### src/design/ild_pkg.sv
// ----------------------------------------------------------------------------
// ild_pkg
// Types, codes and helpers shared by the instruction length decoder files.
// ----------------------------------------------------------------------------
package ild_pkg;

   localparam int unsigned BYTE_W  = 8;
   localparam int unsigned IMM_W   = 3;
   localparam int unsigned ADD_W   = 4;
   localparam int unsigned STAT_W  = 2;

   typedef enum logic [2:0] {
      PH_IDLE   = 3'd0,
      PH_PREFIX = 3'd1,
      PH_REX    = 3'd2,
      PH_ESC    = 3'd3,
      PH_MODRM  = 3'd4,
      PH_SIB    = 3'd5
   } phase_type;

   typedef enum logic [STAT_W-1:0] {
      ST_OK        = 2'd0,
      ST_UNHANDLED = 2'd1,
      ST_SHORT     = 2'd2
   } status_type;

   // decode class of a byte taken as a one-byte opcode
   typedef enum logic [2:0] {
      OPC_ESCAPE,
      OPC_NO_IMM,
      OPC_IMM8,
      OPC_IMM_WIDE,
      OPC_BAD
   } opclass_type;

   localparam logic [BYTE_W-1:0] OP_OPSIZE = 8'h66;
   localparam logic [BYTE_W-1:0] OP_ESCAPE = 8'h0f;
   localparam logic [BYTE_W-1:0] OP_GRP3B  = 8'hf6;
   localparam logic [BYTE_W-1:0] OP_GRP3V  = 8'hf7;
   localparam logic [3:0]        REX_HI    = 4'h4;

   localparam logic [1:0] MOD_DISP8  = 2'd1;
   localparam logic [1:0] MOD_DISP32 = 2'd2;
   localparam logic [1:0] MOD_REG    = 2'd3;
   localparam logic [2:0] RM_SIB     = 3'd4;
   localparam logic [2:0] REG_IMM    = 3'd0;
   localparam logic [2:0] REG_BAD    = 3'd1;

   typedef struct packed {
      phase_type         phase;
      logic [BYTE_W-1:0] byte_count;
      logic              opsize_seen;
      logic              escape_seen;
      logic [BYTE_W-1:0] main_opcode;
      logic [IMM_W-1:0]  imm_bytes;
   } state_type;

   typedef struct packed {
      logic              emit;
      logic [BYTE_W-1:0] length;
      status_type        status;
   } result_type;

   localparam state_type STATE_RESET = '{
      phase:       PH_IDLE,
      byte_count:  '0,
      opsize_seen: 1'b0,
      escape_seen: 1'b0,
      main_opcode: '0,
      imm_bytes:   '0
   };

   // add with saturation at the top of the byte range
   function automatic logic [BYTE_W-1:0] sat_add(input logic [BYTE_W-1:0] a,
                                                 input logic [ADD_W-1:0] b);
      logic [BYTE_W:0] sum;
      sum = {1'b0, a} + {{(BYTE_W + 1 - ADD_W){1'b0}}, b};
      return sum[BYTE_W] ? {BYTE_W{1'b1}} : sum[BYTE_W-1:0];
   endfunction

   function automatic logic is_legacy_prefix(input logic [BYTE_W-1:0] b);
      logic hit;
      case (b)
         8'h66, 8'hf0, 8'hf2, 8'hf3, 8'h2e, 8'h36,
         8'h3e, 8'h26, 8'h64, 8'h65, 8'h67: hit = 1'b1;
         default:                           hit = 1'b0;
      endcase
      return hit;
   endfunction

   function automatic opclass_type opcode_class(input logic [BYTE_W-1:0] b);
      opclass_type cls;
      case (b)
         8'h0f:                             cls = OPC_ESCAPE;
         8'h88, 8'h89, 8'h8b, 8'h85,
         8'h38, 8'h39, 8'h3a, 8'h3b,
         8'h3c, 8'h3d, 8'hf6, 8'hf7:        cls = OPC_NO_IMM;
         8'h80, 8'h83, 8'hc6:               cls = OPC_IMM8;
         8'h81, 8'hc7:                      cls = OPC_IMM_WIDE;
         default:                           cls = OPC_BAD;
      endcase
      return cls;
   endfunction

   function automatic logic is_two_byte_op(input logic [BYTE_W-1:0] b);
      logic hit;
      case (b)
         8'h10, 8'h11, 8'hb6, 8'hb7, 8'hbe, 8'hbf: hit = 1'b1;
         default:                                 hit = 1'b0;
      endcase
      return hit;
   endfunction

endpackage

### src/design/ild_step.sv
// ----------------------------------------------------------------------------
// ild_step
// Per-byte decode: next decoder state and the result, if any, for one byte.
// ----------------------------------------------------------------------------
module ild_step (
   input  logic                           long_mode,
   input  logic [ild_pkg::BYTE_W-1:0]     code_byte,
   input  logic                           start_flag,
   input  logic                           end_flag,
   input  ild_pkg::state_type             state_cur,
   output ild_pkg::state_type             state_nxt,
   output ild_pkg::result_type            result
);

   ild_pkg::state_type            base;
   ild_pkg::opclass_type          cls;
   logic [ild_pkg::BYTE_W-1:0]    bc;
   logic [ild_pkg::IMM_W-1:0]     wide_imm;
   logic [ild_pkg::IMM_W-1:0]     imm_sel;
   logic [ild_pkg::ADD_W-1:0]     disp;
   logic [ild_pkg::BYTE_W-1:0]    total;
   logic [1:0]                    modrm_mod;
   logic [2:0]                    modrm_reg;
   logic                          grp3;
   logic                          emit;
   ild_pkg::status_type           status;
   logic [ild_pkg::BYTE_W-1:0]    len;

   always_comb begin
      base = state_cur;
      if (start_flag) begin
         base       = ild_pkg::STATE_RESET;
         base.phase = ild_pkg::PH_PREFIX;
      end
   end

   assign cls       = ild_pkg::opcode_class(code_byte);
   assign bc        = ild_pkg::sat_add(base.byte_count, ild_pkg::ADD_W'(1));
   assign wide_imm  = base.opsize_seen ? ild_pkg::IMM_W'(2) : ild_pkg::IMM_W'(4);
   assign modrm_mod = code_byte[7:6];
   assign modrm_reg = code_byte[5:3];
   assign grp3      = !base.escape_seen &&
                      (base.main_opcode == ild_pkg::OP_GRP3B ||
                       base.main_opcode == ild_pkg::OP_GRP3V);

   always_comb begin
      case (modrm_mod)
         ild_pkg::MOD_DISP8:  disp = ild_pkg::ADD_W'(1);
         ild_pkg::MOD_DISP32: disp = ild_pkg::ADD_W'(4);
         default:             disp = '0;
      endcase
   end

   // group 3 with reg 0 carries an immediate sized by the opcode
   always_comb begin
      imm_sel = base.imm_bytes;
      if (grp3 && modrm_reg == ild_pkg::REG_IMM) begin
         imm_sel = (base.main_opcode == ild_pkg::OP_GRP3B) ? ild_pkg::IMM_W'(1)
                                                           : wide_imm;
      end
   end

   assign total = ild_pkg::sat_add(bc, disp + ild_pkg::ADD_W'(imm_sel));

   always_comb begin
      state_nxt = base;
      emit      = 1'b0;
      status    = ild_pkg::ST_OK;
      len       = '0;
      state_nxt.byte_count = bc;

      case (base.phase)
         ild_pkg::PH_PREFIX, ild_pkg::PH_REX: begin
            if (base.phase == ild_pkg::PH_PREFIX &&
                ild_pkg::is_legacy_prefix(code_byte)) begin
               if (code_byte == ild_pkg::OP_OPSIZE) begin
                  state_nxt.opsize_seen = 1'b1;
               end
            end else if (base.phase == ild_pkg::PH_PREFIX && long_mode &&
                         code_byte[7:4] == ild_pkg::REX_HI) begin
               state_nxt.phase = ild_pkg::PH_REX;
            end else begin
               if (cls != ild_pkg::OPC_ESCAPE) begin
                  state_nxt.main_opcode = code_byte;
               end
               case (cls)
                  ild_pkg::OPC_ESCAPE: begin
                     state_nxt.escape_seen = 1'b1;
                     state_nxt.phase       = ild_pkg::PH_ESC;
                  end
                  ild_pkg::OPC_NO_IMM: begin
                     state_nxt.imm_bytes = '0;
                     state_nxt.phase     = ild_pkg::PH_MODRM;
                  end
                  ild_pkg::OPC_IMM8: begin
                     state_nxt.imm_bytes = ild_pkg::IMM_W'(1);
                     state_nxt.phase     = ild_pkg::PH_MODRM;
                  end
                  ild_pkg::OPC_IMM_WIDE: begin
                     state_nxt.imm_bytes = wide_imm;
                     state_nxt.phase     = ild_pkg::PH_MODRM;
                  end
                  default: begin
                     emit   = 1'b1;
                     status = ild_pkg::ST_UNHANDLED;
                  end
               endcase
            end
         end
         ild_pkg::PH_ESC: begin
            state_nxt.main_opcode = code_byte;
            state_nxt.imm_bytes   = '0;
            if (ild_pkg::is_two_byte_op(code_byte)) begin
               state_nxt.phase = ild_pkg::PH_MODRM;
            end else begin
               emit   = 1'b1;
               status = ild_pkg::ST_UNHANDLED;
            end
         end
         ild_pkg::PH_MODRM: begin
            if (grp3 && modrm_reg == ild_pkg::REG_BAD) begin
               emit   = 1'b1;
               status = ild_pkg::ST_UNHANDLED;
            end else begin
               state_nxt.imm_bytes = imm_sel;
               if (modrm_mod != ild_pkg::MOD_REG && code_byte[2:0] == ild_pkg::RM_SIB) begin
                  state_nxt.byte_count = total;
                  state_nxt.phase      = ild_pkg::PH_SIB;
               end else begin
                  emit = 1'b1;
                  len  = total;
               end
            end
         end
         ild_pkg::PH_SIB: begin
            emit = 1'b1;
            len  = bc;
         end
         default: begin
            // not inside an instruction: byte is dropped
            state_nxt = base;
            state_nxt.phase = ild_pkg::PH_IDLE;
         end
      endcase

      if (base.phase != ild_pkg::PH_IDLE && base.phase <= ild_pkg::PH_SIB &&
          !emit && end_flag) begin
         emit   = 1'b1;
         status = ild_pkg::ST_SHORT;
      end
      if (emit) begin
         state_nxt.phase = ild_pkg::PH_IDLE;
      end
   end

   assign result.emit   = emit;
   assign result.status = status;
   assign result.length = (status == ild_pkg::ST_OK) ? len : '0;

endmodule

### src/design/x86_instruction_length_decoder_core.sv
// ----------------------------------------------------------------------------
// x86_instruction_length_decoder_core
// Byte-stream length decoder for a subset of x86 / x86-64 instructions.
// ----------------------------------------------------------------------------
//   channel  direction  tdata          tuser         tlast
//   req      in         code_byte      start_flag    end_flag
//   rsp      out        length         status        -
//   csr      in         long_mode (write only, csr_we strobe)
//
// one code byte per cycle while the receiver keeps up; a result passes the
// input register, then the decode step feeding the result register, after the
// byte that completes the instruction is taken.
// reset clears the pipeline valids, the decoder state and sets long_mode.
// a stalled result holds the input register; req_tready drops only when
// both the input register and the result register are full.
module x86_instruction_length_decoder_core (
   input  logic                         clock,
   input  logic                         reset,
   input  logic                         req_tvalid,
   output logic                         req_tready,
   input  logic [ild_pkg::BYTE_W-1:0]   req_tdata,   // [7:0] code_byte
   input  logic                         req_tuser,   // [0] start_flag
   input  logic                         req_tlast,   // end_flag
   output logic                         rsp_tvalid,
   input  logic                         rsp_tready,
   output logic [ild_pkg::BYTE_W-1:0]   rsp_tdata,   // [7:0] length
   output logic [ild_pkg::STAT_W-1:0]   rsp_tuser,   // [1:0] status
   input  logic                         csr_we,
   input  logic                         csr_wdata    // long_mode
);

   logic                         long_mode_ff;
   logic                         in_valid_ff;
   logic [ild_pkg::BYTE_W-1:0]   in_byte_ff;
   logic                         in_start_ff;
   logic                         in_last_ff;
   ild_pkg::state_type           state_ff;
   ild_pkg::state_type           state_in;
   ild_pkg::result_type          result;
   logic                         out_valid_ff;
   logic [ild_pkg::BYTE_W-1:0]   out_len_ff;
   ild_pkg::status_type          out_stat_ff;
   logic                         out_free;
   logic                         advance;

   assign out_free   = !out_valid_ff || rsp_tready;
   assign advance    = in_valid_ff && out_free;
   assign req_tready = !in_valid_ff || out_free;

   always_ff @(posedge clock) begin
      if (reset) begin
         long_mode_ff <= 1'b1;
      end else if (csr_we) begin
         long_mode_ff <= csr_wdata;
      end
   end

   always_ff @(posedge clock) begin
      if (reset) begin
         in_valid_ff <= 1'b0;
      end else if (req_tready) begin
         in_valid_ff <= req_tvalid;
      end
   end

   always_ff @(posedge clock) begin
      if (req_tvalid && req_tready) begin
         in_byte_ff  <= req_tdata;
         in_start_ff <= req_tuser;
         in_last_ff  <= req_tlast;
      end
   end

   ild_step u_step (
      .long_mode  (long_mode_ff),
      .code_byte  (in_byte_ff),
      .start_flag (in_start_ff),
      .end_flag   (in_last_ff),
      .state_cur  (state_ff),
      .state_nxt  (state_in),
      .result     (result)
   );

   always_ff @(posedge clock) begin
      if (reset) begin
         state_ff <= ild_pkg::STATE_RESET;
      end else if (advance) begin
         state_ff <= state_in;
      end
   end

   always_ff @(posedge clock) begin
      if (reset) begin
         out_valid_ff <= 1'b0;
      end else if (advance && result.emit) begin
         out_valid_ff <= 1'b1;
      end else if (rsp_tready) begin
         out_valid_ff <= 1'b0;
      end
   end

   always_ff @(posedge clock) begin
      if (advance && result.emit) begin
         out_len_ff  <= result.length;
         out_stat_ff <= result.status;
      end
   end

   assign rsp_tvalid = out_valid_ff;
   assign rsp_tdata  = out_len_ff;
   assign rsp_tuser  = out_stat_ff;

endmodule

### config.mk
export PLATFORM = sky130hd
export DESIGN_NAME = x86_instruction_length_decoder_core
export DESIGN_NICKNAME = d
export VERILOG_FILES = /design/src/design/ild_pkg.sv /design/src/design/ild_step.sv /design/src/design/x86_instruction_length_decoder_core.sv
export SDC_FILE = /design/constraint.sdc
export NUM_CORES = 1
export LEC_CHECK = 0
export BUFFER_PORTS_ARGS = -buffer_cell sky130_fd_sc_hd__buf_2
export CORE_MARGIN = 5
export CORE_UTILIZATION = 60
export DETAILED_ROUTE_END_ITERATION = 10
export PLACE_DENSITY = 0.8
export SETUP_SLACK_MARGIN = 0.1
export SLEW_MARGIN = 5
export SYNTH_ARGS = -nofsm -noshare
export SYNTH_HDL_FRONTEND = slang
export SYNTH_SLANG_ARGS = --single-unit
### constraint.sdc
create_clock -name clock -period 5.73 [get_ports clock]
set_input_delay 0.2865 -clock clock [delete_from_list [all_inputs] [get_ports clock]]
set_output_delay 0.2865 -clock clock [all_outputs]
set_load 0.01 [all_outputs]
## Word-level counts from Yosys, hierarchy flattened

Index checks and enable logic that the tools add are counted.

- Register bits after elaboration: 47
- Input port bits: 16
- Output and inout port bits: 12
- Logic and storage cells: 156

- Add/sub/neg operators: 3
- $lt $le $gt $ge: 1
- Equality and inequality tests: 51
- Muxes and demuxes: 52
- Reduce and logical (&&, ||, !) cells: 35

Operators by type and width:

| operator | number |
|---|---|
| $eq 8x8->1 const B | 20 |
| $eq 8x6->1 const B | 10 |
| $pmux 8 s2 | 3 |
| $mux 8 | 5 |
| $eq 8x7->1 const B | 4 |
| $mux 12 | 2 |
| $mux 24 | 1 |
| $mux 3 | 8 |
| $pmux 3 s4 | 2 |
| $mux 11 | 2 |
| $mux 1 | 20 |
| $pmux 3 s3 | 2 |
| $eq 8x5->1 const B | 2 |
| $logic_and 1x1->1 | 13 |
| $eq 3x2->1 const B | 4 |
| $pmux 3 s2 | 2 |
| $reduce_or 12->1 | 1 |
| $reduce_or 11->1 | 1 |
| $add 8x1->9 const B | 1 |
| $add 8x4->9 | 1 |
| $eq 3x1->1 const B | 3 |
| $eq 3x3->1 const B | 3 |
| $eq 8x4->1 const B | 1 |
| $reduce_or 4->1 | 2 |
| 18 further kinds | 29 |

## Longest topological paths before layout

- Word-level depth: 15
- Depth in mapped cells: 18
- Mapped depth without buffers: 16

## By module

Synthesis repeated with hierarchy kept, for this count alone.

- Cells, all modules: 433
- Area total of the unflattened synthesis: 3,779.9 um2

By module, submodules not included:

| module | times used | cells an instance | area each (um2) | sequential area each (um2) |
|---|---|---|---|---|
| ild_step | 1 | 294 | 1,955.6 | 0.0 |
| x86_instruction_length_decoder_core | 1 | 139 | 1,824.2 | 1,141.1 |

## Worst setup path before layout

Ideal clock, no wire load.

- Kind: reg-to-reg
- Start: reg in_start_ff
- End: reg out_len_ff, in the netlist rsp_tdata[5], data pin
- Library setup time: 0.276 ns
- Arrival: 3.591 ns
- Required time: 5.454 ns
- Path slack: 1.863 ns
- Cell stages (with the launch flop): 17
- Path buffers: 3
- Period minus slack after synthesis: 3.867 ns
- Cell sequence: edfxtp_1 > buf_6 > clkbuf_1 > clkbuf_1 > nor2_1 > ha_1 > nand3_1 > nand2b_1 > a21oi_1 > fa_1 > ha_1 > a21o_1 > a21oi_1 > nor4_1 > a211o_1 > nand3_1 > a21oi_1

- Cells in the longest elaborated chain, start to end: 12
- Elaborated cells between the ends (all ways): 44
- Those cells by class: add/sub (3); order compare (1); eq/ne (7); mux (18); reduce/logical (15)

RTL lines:

| what | RTL line | text |
|---|---|---|
| start, declared | x86_instruction_length_decoder_core.sv:35 | `logic in_start_ff;` |
| start signal, assigned | x86_instruction_length_decoder_core.sv:69 | `in_start_ff <= req_tuser;` |
| $mux 24 (*) | ild_step.sv:31 | `if (start_flag) begin` |
| $eq 8x8->1, or another cell as far along | ild_step.sv:43, ild_step.sv:58 |  |
| $logic_or 1x1->1 / $logic_and 1x1->1 (equally long branches) | ild_step.sv:43, ild_step.sv:79 |  |
| $logic_and 1x1->1 (on tied branches) | ild_step.sv:42, ild_step.sv:79 |  |
| $logic_and 1x1->1, or another cell as far along | ild_step.sv:57 | `if (grp3 && modrm_reg == ild_pkg::REG_IMM) begin` |
| $mux 3, or another cell as far along | ild_step.sv:57 |  |
| $add 3x3->4 / $pmux 1 s4 (equally long branches) | ild_step.sv:63, ild_step.sv:72 |  |
| $add 8x4->9 / $logic_not 1->1 (equally long branches) | ild_pkg.sv:77, ild_step.sv:147 |  |
| $mux 8 / $logic_and 1x1->1 (equally long branches) | ild_pkg.sv:78, ild_step.sv:146 |  |
| $mux 8 / $logic_and 1x1->1 (equally long branches) | ild_step.sv:126, ild_step.sv:147 |  |
| $mux 8 / $mux 2 (equally long branches) | ild_step.sv:121, ild_step.sv:146 |  |
| $pmux 8 s2 / $logic_not 2->1 (equally long branches) | ild_step.sv:72, ild_step.sv:158 |  |
| end signal, assigned | x86_instruction_length_decoder_core.sv:104 | `out_len_ff <= result.length;` |
| end, declared | x86_instruction_length_decoder_core.sv:41 | `logic [ild_pkg::BYTE_W-1:0] out_len_ff;` |

Mark *: on every way between the ends. The rest lies on a longest branch, timed or not.
A chain may end at the register's enable or synchronous reset.

## Worst setup path after layout

- Start: reg in_start_ff
- End: reg out_len_ff, in the netlist rsp_tdata[2], data pin

Same word-level chain as after synthesis.

==> flow_summary.ini <==
[route]
drt_iter0_drc = 329
detail-route-antenna-nets = 0
drc = 0
first_pass_iters = 5
wl_per_cell_um = 19.4
viasPerCell = 6.94
wl_um = 9670
num_vias = 3454

[yosys]
synth_xor_area_share_pct = 1.29
netlist_top_cells_count = nand2_1, nor2_1, a21oi_1, dfxtp_1, o21ai_0
synth-simple-area-share_pct = 25.3
synth_edf_count = 20
yosys_warnings = 0
synthCells = 410
synth_top_family_by_area = compound AO/OA/AOI/OAI gates
synth_ff_type = dfxtp_1
syn_area_sq_um = 3410
yosys.area.top_type = edfxtp_1
synthArstFlopShare_pct = 0
netlist.area_leader.share_pct = 17.6
yosysMostFrequentCell = nand2_1
yosysUniqueCellTypes = 72
synthAdderAreaFrac_pct = 3.60
syn_avg_cell_area_sq_um = 8.31
synth_compound_area_share_pct = 30.4
ys_ff_latch = 47
syn_nets = 434
synth_mux_area_share_pct = 0.882
synthTopCellsByArea = edfxtp_1, dfxtp_1, a21oi_1
seq_area_frac_synth_pct = 33.5

[global_route]
met2_usage_pct = 44.6
antenna_found_initial = 0
grt_pass1_vias = 3156
grt_pass1_wl_um = 15800
use_met1_pct = 35.1
overflow = 0
top_usage_layer = met2
grt_usage_pct = 27.1
met3_usage_pct = 4.95
grt_max_degree = 21

[sta]
report.final.hold_viol_count = 0
holdWs_ns = 0.147
maxSlewHeadroom_pct = 28.4
period_share_pct = 75.2
skew_ns = 0.0106
setup_ws_ns = 1.42
rsz0062_at_grt = false
fmax_mhz = 232
setup_viol = 0
slew_violations = 0
worstMarginPinSlew_ns = 1.07
period_needed_ns = 4.31
setup_tns_ns = 0

[critical_path]
r2r_slack_ns = 1.42
rr_worst_depth = 13
crit_buf_inv = 0
startpoint = in_start_ff
timing.rr.start = in_start_ff
required_ns = 5.77
cp_slowest_cell = edfxtp_1
crit_arrival_ns = 4.35
worst-path-max-fanout = 15
crit_family = compound AO/OA/AOI/OAI gates
worstSetupPathType = flop to flop
cp_cell_sequence = nor2_1 > ha_1 > nand3_1 > nand2b_1 > a21oi_1 > fa_1 > ha_1 > a21o_1 > a21oi_1 > nor4_1 > o211a_1 > o21ai_0 > a21oi_1
slowest_delay_ns = 0.62
reg2reg_to = rsp_tdata[2]
worst-path-stages = 13
setup.worst_path.end_class = flop
endpoint = rsp_tdata[2]
start_kind = flop
path_common_cell = a21oi_1

[clocking]
cts_tree = yes
cts_made_buffers = 5
post-cts-setup-buffer-count = 0
clkTransAtPathRegs_ns = 0.08
cts_buffer_depth = 2
clockRootBuffer = clkbuf_8
clkSinkCount = 47
cts_hold_buf = 0
clock_latency_ns = 0.31
h-tree-depth = 2
ctsResizeCount = 0

[placed_design]
io_buffer_count = 27
preCtsSetupSlack_ns = 1.50
dp_hpwl_um = 7140
gp_congestion = 0.951
placed_area_sq_um = 3550

[floorplan]
die_y_um = 85.3
rows = 27
die_area_sq_um = 7280
io_pins = 28
die_w_um = 85.3
core_region_area_sq_um = 5510
start_util_pct = 61.8

[final_layout]
nets = 449
design_area_sq_um = 3630
diodes = 0
syn_to_final_growth_pct = 6.65
drive_gt1_share_pct = 10.8

[power_and_ir_drop]
total_leakage_power_nw = 1.25
max-vdd-ir-drop_uv = 147
power_mw = 0.680
power_density_nw_per_um2 = 187

[job]
drv_cap = 0

[worst_hold_path]
min_path_type = input port to flop

[run_status]
status = complete, no violations
[kinds of logic after synthesis]
family / Yosys count
flip-flops: 47
AO/OA/AOI/OAI: 145
multiplexers: 3
AND/OR/NAND/NOR: 160
adder cells (fa/ha/maj): 8
buffers and inverters: 42
XOR/XNOR: 5
[placed cells by master, fill, tap and decap left out, drive strengths merged, types with 7 or more instances in the layout]
master and n:
a21oi 31, buf 28, nand4 7, nor2 34
clkbuf 7, o21ai 27, a31oi 12, nand2 40
dfxtp 27, a22oi 8, nor3 11, a311oi 14
edfxtp 20, inv 21, nand3 16, nand2b 8
[flip-flops by register name, indices dropped and copies added (netlist names)]
| signal | flops |
|---|---|
| rsp_tdata | 8 |
| state_ff | 24 |
| in_last_ff | 1 |
| in_byte_ff | 8 |
| long_mode_ff | 1 |
| rsp_tvalid | 1 |
| in_start_ff | 1 |
| rsp_tuser | 2 |
| in_valid_ff | 1 |
[cell type report]
type	instances	area, sq um
timing repair buffer	28	143
multi-input combinational	321	2090
fill	478	1870
clock inverter	1	5.00
clock buffer	7	76.3
sequential	47	1140
tap	72	90.1
inverter	22	82.6
[how the worst min path moves through the flow]
stage,depth (start not counted),slack [ns],endpoint,start
after detailed placement,1,0.46,in_byte_ff[5],req_tdata[5]
after global placement,2,0.45,state_ff[12],state_ff[12]
after global routing,1,0.13,in_byte_ff[2],req_tdata[2]
after floorplan,1,0.35,state_ff[16],reset
after CTS,1,0.14,in_byte_ff[2],req_tdata[2]
final,1,0.15,in_byte_ff[2],req_tdata[2]
[per-layer routing]
metal  part of all wire (%)  up-vias
met2                     49      210
met5                      0        -
met4                    2.7        0
met1                     40     1607
li1                       -     1611
met3                    8.5       26
[stage by stage]
step | cells | util (%)
5_1_grt | 498 | 66.0
2_1_floorplan | 410 | -
6_report | 498 | 66.0
3_5_place_dp | 490 | 64.5
4_1_cts | 498 | 66.0
3_3_place_gp | 490 | 64.5
[where the power goes]
part	internal, mW	total [mW]	leakage (nW)	switching, mW
logic	0.0356	0.0974	0.792	0.0619
registers	0.362	0.383	0.412	0.0207
clock network	0.0859	0.200	0.0422	0.114
total	0.483	0.680	1.25	0.196
[worst register-to-register path, cell delays in order (launching register included)]
cell      delay [ns]
edfxtp_1        0.62
nor2_1          0.18
ha_1            0.31
nand3_1         0.16
nand2b_1        0.26
a21oi_1         0.42
fa_1            0.52
ha_1            0.30
a21o_1          0.16
a21oi_1         0.43
nor4_1          0.13
o211a_1         0.22
o21ai_0         0.24
a21oi_1         0.10
Power figures use the tool's default switching activity.
